File: src/design/blr_pkg.sv
package blr_pkg;

    localparam int TILE_SIZE = 64;
    localparam int COORD_W   = 6;
    localparam int KIND_W    = 2;
    localparam int ERR_W     = COORD_W + 3;

    localparam logic [COORD_W-1:0] MAX_COORD = COORD_W'(TILE_SIZE - 1);

    typedef logic [COORD_W-1:0] coord_t;
    typedef logic [KIND_W-1:0]  kind_t;

    typedef enum logic
    {
        ST_IDLE,
        ST_RUN
    } blr_state_t;

    typedef struct packed
    {
        logic load;
        logic step;
    } blr_cmd_t;

    typedef struct packed
    {
        logic last;
    } blr_status_t;

    function automatic coord_t clamp_coord(input coord_t v);
        coord_t c;
        c = (v > MAX_COORD) ? MAX_COORD : v;
        return c;
    endfunction

endpackage

File: src/design/blr_if.sv
interface blr_line_if;
    import blr_pkg::*;

    logic   valid;
    logic   ready;
    coord_t start_x;
    coord_t start_y;
    coord_t end_x;
    coord_t end_y;
    kind_t  fill_kind;

    modport source (output valid, start_x, start_y, end_x, end_y, fill_kind, input ready);
    modport sink   (input valid, start_x, start_y, end_x, end_y, fill_kind, output ready);
endinterface

interface blr_pixel_if;
    import blr_pkg::*;

    logic   valid;
    logic   ready;
    coord_t pixel_x;
    coord_t pixel_y;
    kind_t  paint_kind;
    logic   last;

    modport source (output valid, pixel_x, pixel_y, paint_kind, last, input ready);
    modport sink   (input valid, pixel_x, pixel_y, paint_kind, last, output ready);
endinterface

File: src/design/bresenham_line_rasterizer_top.sv
// channel  dir  fields                                        beat
// line     in   start_x, start_y, end_x, end_y, fill_kind      one line
// pixel    out  pixel_x, pixel_y, paint_kind, last             one pixel
//
// A line is taken, then the block emits major+1 pixels, one per cycle while
// pixel.ready is high (1 to 64 beats).
// The pixel beat comes straight from the datapath registers; a pixel stall holds them.
// The next line is taken only once the last pixel beat has gone.
// rst_n is asynchronous and returns the controller to idle.
module bresenham_line_rasterizer_top
(
    input  logic        clk,
    input  logic        rst_n,
    blr_line_if.sink    line,
    blr_pixel_if.source pixel
);
    import blr_pkg::*;

    blr_cmd_t    cmd;
    blr_status_t status;

    blr_ctrl u_ctrl
    (
        .clk         (clk),
        .rst_n       (rst_n),
        .line_valid  (line.valid),
        .line_ready  (line.ready),
        .pixel_valid (pixel.valid),
        .pixel_ready (pixel.ready),
        .status      (status),
        .cmd         (cmd)
    );

    blr_datapath u_datapath
    (
        .clk        (clk),
        .rst_n      (rst_n),
        .cmd        (cmd),
        .status     (status),
        .start_x    (line.start_x),
        .start_y    (line.start_y),
        .end_x      (line.end_x),
        .end_y      (line.end_y),
        .fill_kind  (line.fill_kind),
        .pixel_x    (pixel.pixel_x),
        .pixel_y    (pixel.pixel_y),
        .paint_kind (pixel.paint_kind)
    );

    assign pixel.last = status.last;

endmodule

File: src/design/blr_ctrl.sv
module blr_ctrl
(
    input  logic                 clk,
    input  logic                 rst_n,
    input  logic                 line_valid,
    output logic                 line_ready,
    output logic                 pixel_valid,
    input  logic                 pixel_ready,
    input  blr_pkg::blr_status_t status,
    output blr_pkg::blr_cmd_t    cmd
);
    import blr_pkg::*;

    blr_state_t state_reg;
    blr_state_t state_next;

    always_ff @(posedge clk or negedge rst_n)
    begin
        if (!rst_n)
        begin
            state_reg <= ST_IDLE;
        end
        else
        begin
            state_reg <= state_next;
        end
    end

    always_comb
    begin
        state_next  = state_reg;
        line_ready  = 1'b0;
        pixel_valid = 1'b0;
        cmd.load    = 1'b0;
        cmd.step    = 1'b0;
        case (state_reg)
            ST_IDLE:
            begin
                line_ready = 1'b1;
                cmd.load   = line_valid;
                if (line_valid)
                begin
                    state_next = ST_RUN;
                end
            end
            ST_RUN:
            begin
                pixel_valid = 1'b1;
                cmd.step    = pixel_ready;
                if (pixel_ready && status.last)
                begin
                    state_next = ST_IDLE;
                end
            end
            default:
            begin
                state_next = ST_IDLE;
            end
        endcase
    end

`ifndef SYNTHESIS
    a_last_ends_line: assert property (@(posedge clk) disable iff (!rst_n)
        (cmd.step && status.last) |=> (state_reg == ST_IDLE))
        else $error("line did not end after last beat");

    a_no_load_while_run: assert property (@(posedge clk) disable iff (!rst_n)
        !(cmd.load && cmd.step))
        else $error("load and step together");
`endif

endmodule

File: src/design/blr_datapath.sv
module blr_datapath
(
    input  logic                 clk,
    input  logic                 rst_n,
    input  blr_pkg::blr_cmd_t    cmd,
    output blr_pkg::blr_status_t status,
    input  blr_pkg::coord_t      start_x,
    input  blr_pkg::coord_t      start_y,
    input  blr_pkg::coord_t      end_x,
    input  blr_pkg::coord_t      end_y,
    input  blr_pkg::kind_t       fill_kind,
    output blr_pkg::coord_t      pixel_x,
    output blr_pkg::coord_t      pixel_y,
    output blr_pkg::kind_t       paint_kind
);
    import blr_pkg::*;

    coord_t                   x_reg, x_next;
    coord_t                   y_reg, y_next;
    kind_t                    kind_reg, kind_next;
    logic                     sx_pos_reg, sx_pos_next;
    logic                     sy_pos_reg, sy_pos_next;
    logic                     xmaj_reg, xmaj_next;
    coord_t                   major_reg, major_next;
    coord_t                   minor_reg, minor_next;
    coord_t                   remain_reg, remain_next;
    logic signed [ERR_W-1:0]  err_reg, err_next;

    coord_t                   xa, ya, xb, yb;
    logic signed [COORD_W:0]  dx, dy;
    coord_t                   adx, ady;
    logic signed [ERR_W-1:0]  err_add;
    logic signed [ERR_W:0]    err_dbl;
    logic                     hit;
    coord_t                   x_step, y_step;

    always_comb
    begin
        xa  = clamp_coord(start_x);
        ya  = clamp_coord(start_y);
        xb  = clamp_coord(end_x);
        yb  = clamp_coord(end_y);
        dx  = $signed({1'b0, xb}) - $signed({1'b0, xa});
        dy  = $signed({1'b0, yb}) - $signed({1'b0, ya});
        adx = dx[COORD_W] ? COORD_W'(-dx) : dx[COORD_W-1:0];
        ady = dy[COORD_W] ? COORD_W'(-dy) : dy[COORD_W-1:0];

        err_add = err_reg + $signed({{(ERR_W-COORD_W){1'b0}}, minor_reg});
        err_dbl = {err_add, 1'b0};
        hit     = err_dbl >= $signed({{(ERR_W+1-COORD_W){1'b0}}, major_reg});
        x_step  = sx_pos_reg ? (x_reg + COORD_W'(1)) : (x_reg - COORD_W'(1));
        y_step  = sy_pos_reg ? (y_reg + COORD_W'(1)) : (y_reg - COORD_W'(1));

        x_next      = x_reg;
        y_next      = y_reg;
        kind_next   = kind_reg;
        sx_pos_next = sx_pos_reg;
        sy_pos_next = sy_pos_reg;
        xmaj_next   = xmaj_reg;
        major_next  = major_reg;
        minor_next  = minor_reg;
        remain_next = remain_reg;
        err_next    = err_reg;

        if (cmd.load)
        begin
            x_next      = xa;
            y_next      = ya;
            kind_next   = fill_kind;
            sx_pos_next = xb > xa;
            sy_pos_next = yb > ya;
            xmaj_next   = adx > ady;
            major_next  = (adx > ady) ? adx : ady;
            minor_next  = (adx > ady) ? ady : adx;
            remain_next = (adx > ady) ? adx : ady;
            err_next    = '0;
        end
        else if (cmd.step)
        begin
            remain_next = remain_reg - COORD_W'(1);
            err_next    = hit ? (err_add - $signed({{(ERR_W-COORD_W){1'b0}}, major_reg}))
                              : err_add;
            if (xmaj_reg)
            begin
                x_next = x_step;
                y_next = hit ? y_step : y_reg;
            end
            else
            begin
                y_next = y_step;
                x_next = hit ? x_step : x_reg;
            end
        end
    end

    always_ff @(posedge clk or negedge rst_n)
    begin
        if (!rst_n)
        begin
            x_reg      <= '0;
            y_reg      <= '0;
            kind_reg   <= '0;
            sx_pos_reg <= 1'b0;
            sy_pos_reg <= 1'b0;
            xmaj_reg   <= 1'b0;
            major_reg  <= '0;
            minor_reg  <= '0;
            remain_reg <= '0;
            err_reg    <= '0;
        end
        else
        begin
            x_reg      <= x_next;
            y_reg      <= y_next;
            kind_reg   <= kind_next;
            sx_pos_reg <= sx_pos_next;
            sy_pos_reg <= sy_pos_next;
            xmaj_reg   <= xmaj_next;
            major_reg  <= major_next;
            minor_reg  <= minor_next;
            remain_reg <= remain_next;
            err_reg    <= err_next;
        end
    end

    assign status.last = (remain_reg == '0);
    assign pixel_x     = x_reg;
    assign pixel_y     = y_reg;
    assign paint_kind  = kind_reg;

`ifndef SYNTHESIS
    a_remain_counts: assert property (@(posedge clk) disable iff (!rst_n)
        (cmd.step && !status.last) |=> (remain_reg == $past(remain_reg) - COORD_W'(1)))
        else $error("pixel counter did not count down");

    a_major_moves: assert property (@(posedge clk) disable iff (!rst_n)
        (cmd.step && !status.last) |=>
            ((xmaj_reg && x_reg != $past(x_reg)) || (!xmaj_reg && y_reg != $past(y_reg))))
        else $error("major coordinate did not move");
`endif

endmodule
File: src/flat_wrapper.sv
// flat-port wrapper written by rule: the top's interface ports become plain ports
module bresenham_line_rasterizer_top_flat import blr_pkg::*;
  (clk, rst_n, line_valid, line_start_x, line_start_y, line_end_x, line_end_y, line_fill_kind, line_ready, pixel_valid, pixel_pixel_x, pixel_pixel_y, pixel_paint_kind, pixel_last, pixel_ready);
  blr_line_if line_i ();
  blr_pixel_if pixel_i ();
  input  logic clk;
  input  logic rst_n;
  input wire logic [$bits(line_i.valid)-1:0] line_valid;
  input wire logic [$bits(line_i.start_x)-1:0] line_start_x;
  input wire logic [$bits(line_i.start_y)-1:0] line_start_y;
  input wire logic [$bits(line_i.end_x)-1:0] line_end_x;
  input wire logic [$bits(line_i.end_y)-1:0] line_end_y;
  input wire logic [$bits(line_i.fill_kind)-1:0] line_fill_kind;
  output wire logic [$bits(line_i.ready)-1:0] line_ready;
  output wire logic [$bits(pixel_i.valid)-1:0] pixel_valid;
  output wire logic [$bits(pixel_i.pixel_x)-1:0] pixel_pixel_x;
  output wire logic [$bits(pixel_i.pixel_y)-1:0] pixel_pixel_y;
  output wire logic [$bits(pixel_i.paint_kind)-1:0] pixel_paint_kind;
  output wire logic [$bits(pixel_i.last)-1:0] pixel_last;
  input wire logic [$bits(pixel_i.ready)-1:0] pixel_ready;
  assign line_i.valid = line_valid;
  assign line_i.start_x = line_start_x;
  assign line_i.start_y = line_start_y;
  assign line_i.end_x = line_end_x;
  assign line_i.end_y = line_end_y;
  assign line_i.fill_kind = line_fill_kind;
  assign line_ready = line_i.ready;
  assign pixel_valid = pixel_i.valid;
  assign pixel_pixel_x = pixel_i.pixel_x;
  assign pixel_pixel_y = pixel_i.pixel_y;
  assign pixel_paint_kind = pixel_i.paint_kind;
  assign pixel_last = pixel_i.last;
  assign pixel_i.ready = pixel_ready;
  bresenham_line_rasterizer_top u_core (.clk(clk), .rst_n(rst_n), .line(line_i), .pixel(pixel_i));
endmodule
File: config.mk
export PLATFORM = sky130hd
export DESIGN_NAME = bresenham_line_rasterizer_top_flat
export DESIGN_NICKNAME = d
export VERILOG_FILES = /design/src/design/blr_pkg.sv /design/src/design/blr_if.sv /design/src/design/bresenham_line_rasterizer_top.sv /design/src/design/blr_ctrl.sv /design/src/design/blr_datapath.sv /design/src/flat_wrapper.sv
export SDC_FILE = /design/constraint.sdc
export NUM_CORES = 1
export LEC_CHECK = 0
export BUFFER_PORTS_ARGS = -buffer_cell sky130_fd_sc_hd__buf_2
export CAP_MARGIN = 20
export CORE_MARGIN = 3
export CORE_UTILIZATION = 30
export DETAILED_ROUTE_END_ITERATION = 6
export MAX_ROUTING_LAYER = met4
export PLACE_DENSITY = 0.55
export SYNTH_ARGS = -nofsm -noshare
export SYNTH_HDL_FRONTEND = slang
export SYNTH_HIERARCHICAL = 1
export SYNTH_SLANG_ARGS = --single-unit
export TNS_END_PERCENT = 10
File: constraint.sdc
create_clock -name clk -period 3.2 [get_ports clk]
set_input_delay 0.48 -clock clk [delete_from_list [all_inputs] [get_ports clk]]
set_output_delay 0.48 -clock clk [all_outputs]
set_load 0.01 [all_outputs]
After elaboration in Yosys (flattened, before gate mapping)
Index checks and enable logic that the tools add are counted.
{"block": "classes", "n_addsub": 11, "n_lt_le_gt_ge": 8, "n_eq_ne": 1, "muxes": 30, "bitwise": 1, "reduce_logical": 6}
{"cell": "$mux W6", "count": 20}
{"cell": "$mux W9", "count": 3}
{"cell": "$gt A6 B6 Y1 const B", "count": 4}
{"cell": "$gt A6 B6 Y1", "count": 3}
{"cell": "$sub A6 B1 Y6 const B", "count": 3}
{"cell": "$sub A6 B6 Y7", "count": 2}
{"cell": "$add A6 B1 Y6 const B", "count": 2}
{"cell": "$neg A6 Y6", "count": 2}
{"cell": "$ge A10 B7 Y1", "count": 1}
{"cell": "$add A9 B7 Y9", "count": 1}
{"cell": "$sub A9 B7 Y9", "count": 1}
{"cell": "$logic_not A6 Y1", "count": 1}
{"cell": "$mux W1", "count": 6}
{"cell": "$reduce_and A2 Y1", "count": 2}
{"cell": "$ne A3 B1 Y1 const B", "count": 1}
{"cell": "$reduce_bool A3 Y1", "count": 1}
{"cell": "$pmux W1 S2", "count": 1}
{"cell": "$reduce_bool A2 Y1", "count": 1}
{"cell": "$logic_and A1 B1 Y1", "count": 1}
{"cell": "$not A1 Y1", "count": 1}
{"block": "word_totals", "ff_bits": 45, "inputBits": 30, "elab_cells": 68}

Longest topological paths before layout
Gate-level depths: netlist of run 1.
{"block": "depth", "depth_word": 8, "depth_mapped": 20, "mapped_depth_nobuf": 19}

Modules after synthesis
Netlist of run 1, hierarchy kept.
{"module": "blr_datapath", "instances": 1, "cells_each": 435, "area_each_um2": 4092.7}
{"module": "blr_ctrl", "instances": 1, "cells_each": 6, "area_each_um2": 58.8}

Worst setup path before layout of run 1
No wires, ideal clock.
{"block": "synth_timing", "kind": "input port to flip-flop", "startpoint": "in line_start_x[0]", "endpoint": "reg u_core.u_datapath.minor_reg[3]", "setup_time_ns": 0.125, "t_arrival_ns": 3.811, "required_ns": 3.075, "setup_slack_ns": -0.736, "path_stages": 16, "n_path_buf": 2, "cell_sequence": "clkbuf_1 -> ha_1 -> inv_1 -> fa_1 -> a21o_1 -> a21oi_1 -> o21bai_1 -> a21oi_1 -> o31a_1 -> xnor3_1 -> ha_1 -> and4_1 -> a32oi_1 -> buf_2 -> mux2i_1 -> mux2_2"}
{"block": "synth_via", "elab_chain_len": 7}
{"element": "from (decl)", "line": "flat_wrapper.sv:9", "rtl": "input wire logic [$bits(line_i.start_x)-1:0] line_start_x;"}
{"element": "$gt A6 B6 Y1", "line": "blr_pkg.sv:32", "rtl": "c = (v > MAX_COORD) ? MAX_COORD : v;"}
{"element": "$mux W6 (*)", "line": "blr_pkg.sv:32"}
{"element": "$sub A6 B6 Y7 (*)", "line": "blr_datapath.sv:43", "rtl": "dx = $signed({1'b0, xb}) - $signed({1'b0, xa});"}
{"element": "$neg A6 Y6", "line": "blr_datapath.sv:45", "rtl": "adx = dx[COORD_W] ? COORD_W'(-dx) : dx[COORD_W-1:0];"}
{"element": "$mux W6 (*)", "line": "blr_datapath.sv:45"}
{"element": "$gt A6 B6 Y1", "line": "blr_datapath.sv:74", "rtl": "minor_next = (adx > ady) ? ady : adx;"}
{"element": "$mux W6 (*)", "line": "blr_datapath.sv:74"}
{"element": "to (signal assigned)", "line": "blr_datapath.sv:120", "rtl": "minor_reg <= minor_next;"}
{"element": "to (decl)", "line": "blr_datapath.sv:25", "rtl": "coord_t minor_reg, minor_next;"}
Mark *: on every way between the ends. The rest lies on a longest branch, timed or not.
A chain may end at the register's enable or synchronous reset.

Worst setup path after layout of run 1
{"block": "layout_timing", "startpoint": "in line_end_y[0]", "endpoint": "reg u_core.u_datapath.major_reg[4]"}
{"block": "layout_via", "elab_chain_len": 7}
{"element": "from (decl)", "line": "flat_wrapper.sv:12", "rtl": "input wire logic [$bits(line_i.end_y)-1:0] line_end_y;"}
{"element": "$gt A6 B6 Y1", "line": "blr_pkg.sv:32"}
{"element": "$mux W6 (*)", "line": "blr_pkg.sv:32"}
{"element": "$sub A6 B6 Y7 (*)", "line": "blr_datapath.sv:44", "rtl": "dy = $signed({1'b0, yb}) - $signed({1'b0, ya});"}
{"element": "$neg A6 Y6", "line": "blr_datapath.sv:46", "rtl": "ady = dy[COORD_W] ? COORD_W'(-dy) : dy[COORD_W-1:0];"}
{"element": "$mux W6 (*)", "line": "blr_datapath.sv:46"}
{"element": "$gt A6 B6 Y1", "line": "blr_datapath.sv:73", "rtl": "major_next = (adx > ady) ? adx : ady;"}
{"element": "$mux W6 (*)", "line": "blr_datapath.sv:73"}
{"element": "to (signal assigned)", "line": "blr_datapath.sv:119", "rtl": "major_reg <= major_next;"}
{"element": "to (decl)", "line": "blr_datapath.sv:24", "rtl": "coord_t major_reg, major_next;"}
Marks and branches as above.

==> metrics, run 1 <==
core box area 0.01340 mm^2; final slew viol count 0; clk_lat worst skew 0.29 ns; startpoint types input pin; Detailed Route Iter0 Violations 102; routability cong. 0.7689; Power Density 1233 mW/mm^2; crit-path cells buf_6 -> inv_4 -> ha_4 -> inv_2 -> fa_2 -> a21o_1 -> a21oi_2 -> o21bai_1 -> a21oi_2 -> buf_4 -> mux2i_4 -> ha_4 -> nor2b_4 -> o21a_1 -> o21a_1 -> o21a_1 -> o21ai_4 -> a32oi_4 -> mux2_4 -> mux2i_1; grt total ovfl 0; leakage power total 2.637 nW; largest net degree at the start of global routing 46; Final Cycle Share 113.0%; status finished with violations; FFs w/ async S/R, synth 100.0%; CP Data Required Time 3.41 ns; H-Tree Depth 2; Die X 123.6 um; gr usage total 13.67%; Final Non-Filler Cells 722; drt total wl 9600 um; CTS Root Cell clkbuf_16; Setup Viol. Count Final 22; max reg flops 9; critical path depth in cells 20; VDD IR max 0.0005178 V; dpl ws -1.076 ns; vias per inst 4.693; crit-path max FO 7; Ys Warns 6; Reg area 0.001126 mm^2; Num CTS Buffers 5; Post-DP HPWL 7411 um; failing checks setup timing; fill count 1,314; min-delay worst type in2async; Multi-input gate area 0.002943 mm^2; Layout Utilization 40.64%; Worst path top cell family by delay compound AO/OA/AOI/OAI gates; # DRC 0; Fmax 276.4 MHz; number of distinct library cells after synthesis 56; skew final 0.006744 ns; Hold Violations, Final 0; setup tns final -7.195 ns; wire per inst 13.30 um; CP max stage delay 0.35 ns; initial antenna violation count 0; Initial Util 30.98%; setup ws final -0.4175 ns; layout cell share with drive strength beyond 1 33.88%; Synth Cell Area 0.004151 mm^2; critical setup path kind in2reg; Gate Count Post-Synth 441; CP arrival 3.83 ns; Post-DRT Antenna Nets 0; I/O Buffers 46; vias in the first global route 3,486; max_slew headroom 44.84%; Bufs on Longest Clock Path 2; first-pass GRT wire length 16,330 um; Antenna diodes 0; placed cell count 707; die height 123.6 um; Detailed Routing Iterations Pass 1 5; DR vias 3,388; number of synthesized flops with an enable pin 0; area grow syn2layout 31.19%; syn_area_per_cell 9.414 um^2; sequential share of the synthesized area 27.12%; CTS Sinks 45; Clk pin slew, worst setup/hold paths 0.06 ns; CTS tree built; post-layout min period 3.618 ns; Buf/Inv on CP 4; most used cell, CP o21a_1; DIE AREA 0.01529 mm^2; Max-Cap Viols 0; kind of end point of the critical path flip-flop; R2R cell count 15; Slew @ Worst Pin 0.8274 ns; Nets 628; slowest CP cell mux2_4; row count 42; Synth Register Bits 45; num ports 47; RSZ-0062 raised after global routing true; total nets after synthesis 524; Main synth FF type dfrtp_1
logic make-up (layout without fill, tap and decap cells):
kind of cell	after synthesis	count (layout)	share of synthesized area, %
and+or+nand+nor	94	94	12.02
AOI/OAI and AO/OA	92	93	15.88
buffers and inverters	70	174	6.932
adders and majority gates	53	53	17.06
muxes	51	51	12.72
DFF	45	45	27.12
xor gates and xnor gates	36	36	8.258
worst paths after layout:
check | startpoint | end | slack, ns
max in group asynchronous | rst_n | u_core/u_datapath/pixel_x[1]$_DFFE_PN0P_ | 2.48
worst max register to register | u_core/u_datapath/minor_reg[0]$_DFFE_PN0P_ | u_core/u_datapath/pixel_y[4]$_DFFE_PN0P_ | -0.03
min in group clk | line_fill_kind[1] | u_core/u_datapath/paint_kind[1]$_DFFE_PN0P_ | 0.42
worst min-delay path | rst_n | u_core/u_datapath/pixel_y[2]$_DFFE_PN0P_ | 0.20
worst min register to register | u_core/u_datapath/paint_kind[1]$_DFFE_PN0P_ | u_core/u_datapath/paint_kind[1]$_DFFE_PN0P_ | 0.51
worst max-delay path | line_end_y[0] | u_core/u_datapath/major_reg[4]$_DFFE_PN0P_ | -0.42
cell usage after synthesis, types with 6 or more instances:
cell | count | area, um^2
clkbuf_1 | 17 | 63.81
mux2i_1 | 40 | 400.4
ha_1 | 47 | 588.1
nand2_1 | 20 | 75.07
dfrtp_1 | 45 | 1126
fa_1 | 6 | 120.1
inv_1 | 47 | 176.4
o21ai_0 | 16 | 80.08
mux2_2 | 10 | 112.6
nor3_1 | 6 | 30.03
nor2b_1 | 12 | 75.07
xor2_1 | 17 | 148.9
a211oi_1 | 6 | 45.04
a21o_1 | 12 | 90.09
nor2_1 | 32 | 120.1
xnor2_1 | 17 | 148.9
a21oi_1 | 23 | 115.1
through the flow:
step	hold slack (ns)	cell area, um^2	total power, mW
2_1_floorplan	0.1844	4199	4.495
3_3_place_gp	0.4878	5035	5.727
3_5_place_dp	0.4945	5035	5.823
4_1_cts	0.4212	5296	6.591
5_1_grt	0.2402	5446	7.430
6_report	0.1975	5446	6.715
layout by cell type, fill, tap and decap left out, types with 3 or more instances in the layout:
cell	instances
nand3_1	3
a21oi_1	16
nor2b_4	3
o21ai_1	6
nor2_1	32
o21ai_4	4
mux2i_1	37
fa_1	3
a211oi_2	3
fa_2	3
clkbuf_16	5
nor2b_1	9
buf_4	70
a211oi_1	4
nor3_1	6
ha_1	44
inv_1	45
nand2_1	20
xnor2_1	15
o21a_1	5
o21ai_0	12
xor2_1	17
dfrtp_1	45
o221ai_1	3
mux2_2	7
buf_2	45
o21bai_1	4
o31a_1	3
mux2_4	4
a21oi_2	8
a21o_1	12
cell type report:
class,instances,area share [%]
Clock inverter,1,0.09189
Timing Repair Buffer,119,15.07
Clock buffer,7,2.803
Tap cell,176,4.043
Inverter,47,3.285
Sequential cell,45,20.68
Multi-Input combinational cell,327,54.03
timing repair:
| item | in CTS | in global routing |
|---|---|---|
| setup buffers | 2 | 3 |
| hold buffers | 0 | 0 |
| pin swaps | 9 | 15 |
| endpoints found under the setup margin | 40 | 38 |
| cloned | 1 | 0 |
| resized for setup | 20 | 18 |
per-layer routing:
layer	track usage [%]	up-vias	routed length [um]
li1	-	1728	-
met1	18.16	1585	4741
met2	22.14	62	4353
met3	2.271	13	393
met4	2.768	0	111
met5	-	-	0
where the power goes:
group | total, mW | internal, mW | switching (mW)
Clock | 0.557 | 0.331 | 0.226
Sequential | 1.11 | 0.872 | 0.241
Combinational | 5.05 | 2.59 | 2.46
Total | 6.71 | 3.79 | 2.93
Power figures use the tool's default switching activity.
==> run 2, diff against run 1 <==
- CTS_BUF_LIST: default -> sky130_fd_sc_hd__clkbuf_2 sky130_fd_sc_hd__clkbuf_4 sky130_fd_sc_hd__clkbuf_8
==> run 2 against run 1 <==
  * The run still ends with setup timing left
  * Clock-buffer cell count unchanged
  * Die area unchanged
  * Core utilization decreased by 0.36 points
  * Worst setup slack got worse by 0.016 ns
  * Clock power decreased by 28%
  * Critical path depth increased by 2
  * Clock skew decreased by 0.0030 ns
  * Non-clock buffer count increased by 1
  * Sequential share of layout area increased by 0.19 points
  * Global-route usage decreased by 0.12 points
  * First-iteration DRC count decreased by 15%
  * Sequential cell count unchanged
  * Largest power group unchanged
==> metrics, run 2 (synthesis gave the netlist of run 1 again) <==
commonest non-fill, non-tap cells in the layout buf_4 (71), buf_2 (45), dfrtp_1 (45); kind of end point of the critical path flip-flop; Max-Cap Viols 0 (unchanged); Nets 629 (+0.16%); Clk pin slew, worst setup/hold paths 0.09 ns (+0.03 ns); layout cell share with drive strength beyond 1 34.19% (+0.30 points); critical path depth in cells 22 (+10%); skew final 0.003715 ns (-0.003029 ns); CTS Sinks 45 (unchanged); Worst path top cell family by delay compound AO/OA/AOI/OAI gates; Hold Violations, Final 0 (unchanged); Fmax 275.2 MHz (-0.45%); fill count 1,321 (+0.53%); final slew viol count 0 (unchanged); first-pass GRT wire length 16,280 um (-0.29%); setup tns final -7.354 ns (-0.1586 ns); gr usage total 13.55% (-0.12 points); slowest CP cell fa_2; Final Cycle Share 113.6% (+0.51 points); failing checks setup timing; Area after DPL 0.005035 mm^2 (unchanged); Bufs on Longest Clock Path 2 (unchanged); vias per inst 4.678 (-0.32%); Tot Pwr 6.599 mW (-1.7%); core box area 0.01340 mm^2 (unchanged); Power Density 1222 mW/mm^2 (-0.84%); drt total wl 9606 um (about the same); H-Tree Depth 2 (unchanged); CP max stage delay 0.35 ns (about the same); vias in the first global route 3,488 (+0.057%); row count 42 (unchanged); final instance area 0.005398 mm^2 (-0.90%); DR vias 3,382 (-0.18%); hold slack 0.1853 ns (-0.01217 ns); VDD IR max 0.0005047 V (-2.5%); Buf/Inv on CP 5 (+1); num ports 47 (unchanged); Initial Util 30.98% (unchanged); wire per inst 13.29 um (about the same); R2R cell count 14 (-1); crit-path cells buf_2 -> inv_1 -> ha_1 -> inv_2 -> fa_2 -> a21o_1 -> a21oi_2 -> o21bai_1 -> a21oi_2 -> buf_4 -> nand2_2 -> o21ai_4 -> ha_4 -> nor2b_1 -> o21a_1 -> o21a_1 -> o21a_1 -> o21ai_4 -> a32oi_4 -> buf_12 -> mux2_4 -> mux2i_1; die height 123.6 um (unchanged); clk_lat worst skew 0.30 ns (about the same); most used cell, CP o21a_1; CP arrival 3.85 ns (+0.02 ns); RSZ-0062 raised after global routing true; startpoint types input pin; Final Non-Filler Cells 723 (+0.14%); initial antenna violation count 0 (unchanged); Post-DRT Antenna Nets 0 (unchanged); grt total ovfl 0 (unchanged); most common cell after layout, fill and taps aside buf_4; leakage power total 2.606 nW (-1.2%); Detailed Route Iter0 Violations 87 (-15%); DIE AREA 0.01529 mm^2 (unchanged); post-layout min period 3.634 ns (+0.01638 ns); I/O Buffers 46 (unchanged); Die X 123.6 um (unchanged); CTS tree built; # DRC 0 (unchanged); cts hold-fix bufs 0 (unchanged); max_slew headroom 42.71% (-2.1 points); min-delay worst type in2async; CP Data Required Time 3.42 ns (about the same); crit-path max FO 7 (unchanged); Slew @ Worst Pin 0.8594 ns (+0.03193 ns); status finished with violations; max reg flops 9 (unchanged); largest net degree at the start of global routing 46 (unchanged); setup ws final -0.4339 ns (-0.01638 ns); Setup Viol. Count Final 22 (unchanged); Detailed Routing Iterations Pass 1 5 (unchanged); Post-DP HPWL 7411 um (unchanged); critical setup path kind in2reg; CTS Root Cell clkbuf_8; placed cell count 707 (unchanged); Antenna diodes 0 (unchanged); routability cong. 0.7689 (unchanged); Num CTS Buffers 5 (unchanged); area grow syn2layout 30.02%
## run 2: changes by cell type in the layout (fill, tap and decap cells not counted), moves of 2 or more
cell,before,now
nor2b_1,9,11
nor2b_4,3,1
clkbuf_16,5,0
clkbuf_8,2,7
## run 2: repair_timing
item / CTS / global route
pin swaps: 13 / 17
setup endpoints to repair: 40 / 38
cloned: 1 / 0
setup buffers: 3 / 3
resized for setup: 21 / 16
## run 2: cell type report
| cell class | count | area [um^2] | area share [%] |
|---|---|---|---|
| multi-input combinational | 327 | 2934 | 54.36 |
| sequential | 45 | 1126 | 20.86 |
| clock buffer | 7 | 96.34 | 1.785 |
| inverter | 47 | 178.9 | 3.315 |
| tap | 176 | 220.2 | 4.080 |
| timing repair buffer | 120 | 837.1 | 15.51 |
| clock inverter | 1 | 5.005 | 0.09272 |
## run 2: path summary, 6_finish.rpt
check	startpoint	endpoint	slack, ns
worst max-delay path	line_end_x[0]	u_core/u_datapath/major_reg[0]$_DFFE_PN0P_	-0.43
worst min-delay path	rst_n	u_core/u_datapath/pixel_y[2]$_DFFE_PN0P_	0.19
worst max register to register	u_core/u_datapath/minor_reg[0]$_DFFE_PN0P_	u_core/u_datapath/err_reg[6]$_DFFE_PN0P_	-0.02
worst min register to register	u_core/u_datapath/paint_kind[1]$_DFFE_PN0P_	u_core/u_datapath/paint_kind[1]$_DFFE_PN0P_	0.51
max in group asynchronous	rst_n	u_core/u_ctrl/state_reg$_DFF_PN0_	2.49
min in group clk	line_fill_kind[1]	u_core/u_datapath/paint_kind[1]$_DFFE_PN0P_	0.41
## run 2: metal layers
layer	up-vias	wire [um]	track usage, %
met1	1585	4751	18.22
met4	0	32	1.661
met5	-	0	-
li1	1729	-	-
met2	63	4410	22.24
met3	5	411	2.225
## run 2: per-stage QoR
stage	worst slack, ns	utilization, %
2_1_floorplan	-0.4487	-
3_3_place_gp	-0.9155	37.57
3_5_place_dp	-1.076	37.57
4_1_cts	-0.4873	39.19
5_1_grt	-0.5888	40.28
6_report	-0.4339	40.28
## run 2: report_power, final
| group | total [mW] | internal [mW] | switching, mW |
|---|---|---|---|
| Clock | 0.399 | 0.196 | 0.204 |
| Sequential | 1.11 | 0.870 | 0.243 |
| Combinational | 5.09 | 2.61 | 2.48 |
## run 2: worst reg2reg max path, stage by stage (launching register included)
cell and delay [ns]:
dfrtp_1 0.39, ha_2 0.21, fa_2 0.38, a21o_1 0.19, a211oi_2 0.21, a21oi_2 0.07
ha_1 0.28, o21ai_1 0.07, a21oi_2 0.17, nor3_1 0.08, a311oi_2 0.24, buf_4 0.19
nand3b_1 0.13, mux2i_1 0.19, mux2_2 0.34
